$ cat config.mk
export PLATFORM = sky130hd
export DESIGN_NAME = rmq_div_lane
export DESIGN_NICKNAME = d
export VERILOG_FILES = /design/src/design/rotation_matrix_to_quaternion_macros.svh /design/src/design/rmq_pkg.sv /design/src/design/rmq_div_lane.sv
export SDC_FILE = /design/constraint.sdc
export NUM_CORES = 2
export LEC_CHECK = 0
export BUFFER_PORTS_ARGS = -buffer_cell sky130_fd_sc_hd__buf_2
export CAP_MARGIN = 20
export CORE_ASPECT_RATIO = 0.5
export CORE_UTILIZATION = 66
export CTS_BUF_LIST = sky130_fd_sc_hd__clkbuf_2 sky130_fd_sc_hd__clkbuf_4 sky130_fd_sc_hd__clkbuf_8
export DETAILED_ROUTE_END_ITERATION = 10
export PLACE_DENSITY_LB_ADDON = 0.12
export SLEW_MARGIN = 40
export SYNTH_ARGS = -nofsm -noshare
export SYNTH_HDL_FRONTEND = slang
export SYNTH_SLANG_ARGS = --single-unit
$ cat constraint.sdc
create_clock -name aclk -period 4.4 [get_ports aclk]
set_clock_uncertainty 0.1 [all_clocks]
set_input_delay 0.66 -clock aclk [delete_from_list [all_inputs] [get_ports aclk]]
set_output_delay 0.66 -clock aclk [all_outputs]
set_load 0.01 [all_outputs]
$ cat src/design/rotation_matrix_to_quaternion_macros.svh
// ---------------------------------------------------------------------------
// Assertion macros for the rotation matrix to quaternion block
// Concurrent implication checks clocked on the rising edge of a given clock.
// ---------------------------------------------------------------------------
`ifndef ROTATION_MATRIX_TO_QUATERNION_MACROS_SVH
`define ROTATION_MATRIX_TO_QUATERNION_MACROS_SVH
`ifndef ASSERT_OFF
`define RMQ_ASSERT_IMPL(label, clk, rst_n, ante, cons) \
    label: assert property (@(posedge clk) disable iff (!rst_n) (ante) |-> (cons)) \
        else $error("assertion failed");
`define RMQ_ASSERT_NEXT(label, clk, rst_n, ante, cons) \
    label: assert property (@(posedge clk) disable iff (!rst_n) (ante) |=> (cons)) \
        else $error("assertion failed");
`else
`define RMQ_ASSERT_IMPL(label, clk, rst_n, ante, cons)
`define RMQ_ASSERT_NEXT(label, clk, rst_n, ante, cons)
`endif
`endif

$ cat src/design/rmq_pkg.sv
// ---------------------------------------------------------------------------
// Rotation matrix to quaternion package
// Widths, stage records and the case code shared by the pipeline modules.
// ---------------------------------------------------------------------------
package rmq_pkg;

    localparam int FRAC_BITS  = 14;
    localparam int DATA_WIDTH = 16;

    localparam int CW   = DATA_WIDTH + 2;
    localparam int SQW  = ((CW - 1 + FRAC_BITS - 2) + 1) / 2 * 2;
    localparam int RW   = SQW / 2;
    localparam int REMW = RW + 2;
    localparam int NUMW = DATA_WIDTH + 1;
    localparam int DVW  = NUMW + FRAC_BITS - 2;
    localparam int DIV_LAT = DVW + 2;

    localparam logic [DVW-1:0] ONE_Q = DVW'(1) << FRAC_BITS;
    localparam logic [RW-1:0]  ONE_R = RW'(1) << FRAC_BITS;

    typedef enum logic [1:0] {
        CASE_W = 2'd0,
        CASE_X = 2'd1,
        CASE_Y = 2'd2,
        CASE_Z = 2'd3
    } case_t;

    typedef struct packed {
        logic                   valid;
        logic [SQW-1:0]         n;
        logic [REMW-1:0]        rem;
        logic [RW-1:0]          root;
        logic [2:0][NUMW-1:0]   nums;
        case_t                  pick;
        logic                   bad;
    } sq_stage_t;

    typedef struct packed {
        logic                   valid;
        logic [DATA_WIDTH-1:0]  root_sat;
        case_t                  pick;
        logic                   bad;
    } meta_t;

    typedef struct packed {
        logic [RW:0]            rem;
        logic [DVW-1:0]         dvd;
        logic [DVW-1:0]         quo;
        logic [RW-1:0]          dsr;
        logic                   neg;
    } div_stage_t;

endpackage

$ cat src/design/rmq_div_lane.sv
// ---------------------------------------------------------------------------
// Pipelined divider lane
// Restoring division, one quotient bit per stage, truncated toward zero
// and saturated to plus or minus one.
// ---------------------------------------------------------------------------
module rmq_div_lane (
    input  logic                                  aclk,
    input  logic                                  en,
    input  logic signed [rmq_pkg::NUMW-1:0]       num,
    input  logic [rmq_pkg::RW-1:0]                root,
    output logic signed [rmq_pkg::DATA_WIDTH-1:0] quot_reg
);

    rmq_pkg::div_stage_t stage_reg [0:rmq_pkg::DVW];
    rmq_pkg::div_stage_t stage_next [0:rmq_pkg::DVW];
    logic [rmq_pkg::NUMW-1:0]       mag;
    logic [rmq_pkg::DVW-1:0]        qsat;
    logic [rmq_pkg::DATA_WIDTH-1:0] qmag;

    function automatic rmq_pkg::div_stage_t div_step(input rmq_pkg::div_stage_t s);
        rmq_pkg::div_stage_t r;
        logic [rmq_pkg::RW+1:0] t;
        r = s;
        t = {s.rem, s.dvd[rmq_pkg::DVW-1]};
        r.dvd = {s.dvd[rmq_pkg::DVW-2:0], 1'b0};
        if (t >= {2'b00, s.dsr}) begin
            r.rem = (rmq_pkg::RW+1)'(t - {2'b00, s.dsr});
            r.quo = {s.quo[rmq_pkg::DVW-2:0], 1'b1};
        end else begin
            r.rem = t[rmq_pkg::RW:0];
            r.quo = {s.quo[rmq_pkg::DVW-2:0], 1'b0};
        end
        return r;
    endfunction

    always_comb begin
        mag = num[rmq_pkg::NUMW-1] ? rmq_pkg::NUMW'(-num) : rmq_pkg::NUMW'(num);
        stage_next[0].rem = '0;
        stage_next[0].dvd = {mag, {(rmq_pkg::FRAC_BITS-2){1'b0}}};
        stage_next[0].quo = '0;
        stage_next[0].dsr = root;
        stage_next[0].neg = num[rmq_pkg::NUMW-1];
        for (int i = 1; i <= rmq_pkg::DVW; i++) begin
            stage_next[i] = div_step(stage_reg[i-1]);
        end
        qsat = (stage_reg[rmq_pkg::DVW].quo > rmq_pkg::ONE_Q) ? rmq_pkg::ONE_Q
                                                             : stage_reg[rmq_pkg::DVW].quo;
        qmag = qsat[rmq_pkg::DATA_WIDTH-1:0];
    end

    always_ff @(posedge aclk) begin
        if (en) begin
            for (int i = 0; i <= rmq_pkg::DVW; i++) begin
                stage_reg[i] <= stage_next[i];
            end
            quot_reg <= stage_reg[rmq_pkg::DVW].neg ? $signed(-qmag) : $signed(qmag);
        end
    end

endmodule

[Word level (Yosys, flattened, before mapping)]
Memory sizes are Yosys's and may differ from the RTL's.
Index checks and enable logic that the tools add are counted.
W data, S select, Z words.
Operators by class
  add/sub/neg operators: 31
  magnitude comparators: 30
  multiplexer cells: 63
Operators with widths (number)
  $mux W16: 31
  $ge A17 B15 Y1: 29
  $sub A16 B15 Y16: 29
  $mux W1: 31
  $gt A29 B15 Y1 const B: 1
  $mux W17: 1
  $neg A17 Y17: 1
  $neg A16 Y16: 1
Word-level totals
  register bits after elaboration: 16
  bits in writable memories: 2670
  bits of input ports: 34
  memories: 1
Memory list
  stage_reg: depth 30, bits a word 89, rd ports 30, clocked after memory_dff 0, wr ports 30, line rmq_div_lane.sv:14  | rmq_pkg::div_stage_t stage_reg [0:rmq_pkg::DVW];

[Longest topological paths before layout]
An unclocked memory read counts as a cell.
  word-level depth: 5
  depth in mapped cells: 13

[Worst setup path before layout]
No wires, ideal clock.
  kind: reg2reg
  from: memory stage_reg[1][1175] (netlist name)
  to: register quot_reg[4] (netlist name), data pin
  arrival time: 3.139 ns
  setup slack: 0.987 ns
  cell stages (with the launch flop): 13
  period minus slack after synthesis: 3.413 ns
  cell sequence: edfxtp_1 -> or2_4 -> nor3_2 -> nand2b_2 -> or3_4 -> or4_4 -> a21oi_4 -> nand2_1 -> ha_1 -> and2b_2 -> clkdlybuf4s25_2 -> a211oi_1 -> a311oi_1
RTL lines
  from (decl): line rmq_div_lane.sv:14
  to (signal assigned): line rmq_div_lane.sv:56  | quot_reg <= stage_reg[rmq_pkg::DVW].neg ? $signed(-qmag) : $signed(qmag);
  to (decl): line rmq_div_lane.sv:11  | output logic signed [rmq_pkg::DATA_WIDTH-1:0] quot_reg

==> summary.md <==
| Metric | Value |
|---|---|
| Status | `completed` |
| Internal power | `33.9 mW` |
| Sw Ratio | `34.3%` |
| Wire per inst | `19.6 microns` |
| Share of the clock period used by the worst path | `84.0%` |
| DRT Pass-1 Iters | `8` |
| Final Setup Violations | `0` |
| Post-CTS Setup Bufs | `0` |
| Number of synthesized flops with an enable pin | `1517` |
| CP required | `4950 ps` |
| H-tree Lvls | `4` |
| Placed cell areas | `74000 sq um` |
| Buffer and inverter count on the worst path | `1` |
| Tot GR Track Use | `26.1%` |
| Final worst slack | `703 ps` |
| Psw | `17.7 mW` |
| CTS tree | `yes` |
| Commonest cells in the netlist | `1517 x edfxtp_1, 550 x inv_1, 423 x ha_1` |
| CP max FO | `16` |
| Routability Congestion | `0.952` |
| First DRT Iteration DRCs | `3712` |
| Sequential area share after synthesis | `63.5%` |
| Synth Warn # | `0` |
| CP Class | `register to register` |
| Via count | `43200` |
| FF+latch area | `45600 sq um` |
| Slowest CP cell | `and3_1` |
| Sink Count | `1517` |
| Final min period | `3700 ps` |
| Area grow syn2layout | `9.41%` |
| Cell count after synthesis | `5461` |
| Leakage | `30.5 nW` |
| First-pass GRT wire length | `226000 microns` |
| Vias per Instance | `5.91` |
| RSZ-0062 raised after global routing | `no` |
| Worst Hold Class | `primary input to register` |
| Max Cap Viol | `0` |
| Fillers | `6856` |
| Place WS | `723 ps` |
| Asr flop ratio synth | `0%` |
| Deepest clock path buffer count | `3` |
| Max reg flops | `1501` |
| Area share of the largest cell type after synthesis | `63.5%` |
| Final ANT Viol Nets | `0` |
| Rows | `85` |
| Slew Viols, Final | `0` |
| Antenna violations before repair | `4` |
| Family with the most delay on the worst path | `simple AND/OR/NAND/NOR gates` |
| Slew HR | `46.5%` |
| CP Cell Sequence | `inv_1 > ha_1 > nor2b_1 > o31a_1 > or3_1 > a21oi_1 > o22ai_1 > a31oi_1 > and3_1 > mux2_2` |
| Met2 routed wirelength | `68900 microns` |
| Clock slew at reported path FFs | `90 ps` |
| Clock network fraction of total power | `21.3%` |
| Initial core utilization | `66.7%` |
| Syn_area_per_cell | `13.1 sq um` |
| CP max stage delay | `700 ps` |
| Top-count cell post-synth | `edfxtp_1` |
| Area leader, netlist | `edfxtp_1` |
| I/O pin cnt | `50` |
| Final Hold Vio Count | `0` |
| Max Fclk | `270 MHz` |
| Top Layer Used | `met5` |
| Max VDD drop | `0.000453 V` |
| Core area | `108000 sq um` |
| Power density over cell area | `658 nW/um^2` |
| Worst slew pin tran | `782 ps` |
| Mapped cell area | `71800 sq um` |
| Post-Route WL | `143000 microns` |
| Synth area leaders | `edfxtp_1 63%, ha_1 7.4%, inv_1 2.9%, a21oi_1 2.6%, xnor2_1 2.4%` |
| HPWL Detailed | `100000 microns` |
| Setup crit end kind | `register` |
| IO Port Bufs | `49` |
| Syn nets | `5945` |
| Design Area, Final | `78500 sq um` |
| Clock Latency Late Sink | `930 ps` |
| Routed length on met1 | `61600 microns` |
| Vias in the first global route | `43100` |
| Die Area | `110000 sq um` |
| Setup TNS Final | `0 ps` |
| Ys flop type | `edfxtp_1` |
| Share of layout cells above drive strength 1 | `10.7%` |
| Clock Tree Root | `clkbuf_8` |
| Remaining Overflow, GRT | `0` |
| Combinational power share | `36.7%` |
| Synth Register Bits | `1517` |
| Flop pwr share | `42.0%` |
| Nets | `6181` |
| Met3 WL | `8290 microns` |
| Startpoint types | `register` |
| CTS buffer count | `199` |
| # DRC | `0` |
| Die Span Y | `235 microns` |
| Largest net degree at the start of global routing | `119` |
| WP data arrival | `4250 ps` |
| Distinct cells, synth | `96` |
| Multi-input logic area | `23700 sq um` |
| Horiz. Die Dim | `468 microns` |
==> per-layer routing <==
layer,GRT usage [%],up-vias
met4,8.70,2
met3,4.60,263
met5,0,-
li1,-,20700
met1,35.0,20900
met2,43.6,1249
==> cells in the final DEF (no fill, tap or decap), types with 23 or more instances in the layout <==
cell type,count
a21oi_1,374
inv_1,550
nand3_1,77
nor4_1,43
and2_1,23
dlygate4sd3_1,32
nand2b_1,59
nor2_1,287
or3_1,35
o31ai_1,40
buf_4,37
o21a_1,72
or2_2,23
o21ai_0,334
clkinv_2,25
buf_2,48
o21bai_1,46
nor3_1,63
a31oi_1,32
mux2i_1,24
o31a_1,25
a211oi_1,37
xnor2_1,196
ha_1,423
nor2b_1,71
xor2_1,131
clkbuf_4,53
nand2_1,295
fa_1,27
edfxtp_1,1517
mux2_2,135
clkbuf_8,200
a21o_1,124
clkinv_1,53
nand4_1,60
==> timing repair <==
action	in CTS	in global routing
hold buffers	32	0
hold endpoints to repair	32	0
resized for setup	0	0
==> worst register-to-register path, stage by stage (launching register included) <==
cell,delay [ps]
edfxtp_1,400
inv_1,70
ha_1,310
nor2b_1,150
o31a_1,270
or3_1,310
a21oi_1,300
o22ai_1,180
a31oi_1,250
and3_1,700
mux2_2,430
==> worst paths after layout <==
kind,endpoint,slack [ps],cells after the start,from
setup reg to reg,stage_reg[0][1154]$_DFFE_PP_,700,10,stage_reg[0][981]$_DFFE_PP_
setup / recovery,stage_reg[0][1154]$_DFFE_PP_,700,10,stage_reg[0][981]$_DFFE_PP_
hold / removal,stage_reg[0][59]$_DFFE_PP_,100,3,num[1]
hold reg to reg,stage_reg[1][823]$_DFFE_PP_,290,0,stage_reg[1][733]$_DFFE_PP_
==> power groups by stage <==
stage / clock, mW / sequential, mW / combinational (mW)
3_3_place_gp: 0 / 21.9 / 17.9
6_report: 11.0 / 21.7 / 18.9
4_1_cts: 11.2 / 21.7 / 18.7
3_5_place_dp: 0 / 21.9 / 18.5
5_1_grt: 11.9 / 21.9 / 20.9
2_1_floorplan: 0 / 21.1 / 14.3
==> stage by stage <==
| stage | total power [mW] | hold slack (ps) | utilization [%] | cells |
|---|---|---|---|---|
| 2_1_floorplan | 35.5 | 300 | - | 5461 |
| 3_3_place_gp | 39.8 | 300 | 68.8 | 6899 |
| 3_5_place_dp | 40.4 | 305 | 68.8 | 6899 |
| 4_1_cts | 51.6 | 14.4 | 72.9 | 7293 |
| 5_1_grt | 54.7 | 70.9 | 72.9 | 7294 |
| 6_report | 51.6 | 105 | 72.9 | 7296 |
==> cells by family after synthesis <==
logic type / count (synthesis) / synth area share [%]
adders and majority gates: 450 / 8.13
muxes: 165 / 2.55
DFF: 1517 / 63.5
xor gates and xnor gates: 327 / 3.99
buffers and inverters: 654 / 3.54
and+or+nand+nor: 1104 / 7.52
AOI/OAI and AO/OA: 1244 / 10.8
==> layout make-up <==
cell class,count,area share (%)
timing repair buffer,136,1.55
clock buffer,253,4.01
multi-input combinational,3290,30.2
antenna,3,0.00956
tap,1435,2.29
inverter,553,2.64
clock inverter,109,1.28
sequential,1517,58.0
Note: power is estimated with default switching activity, not from simulation.
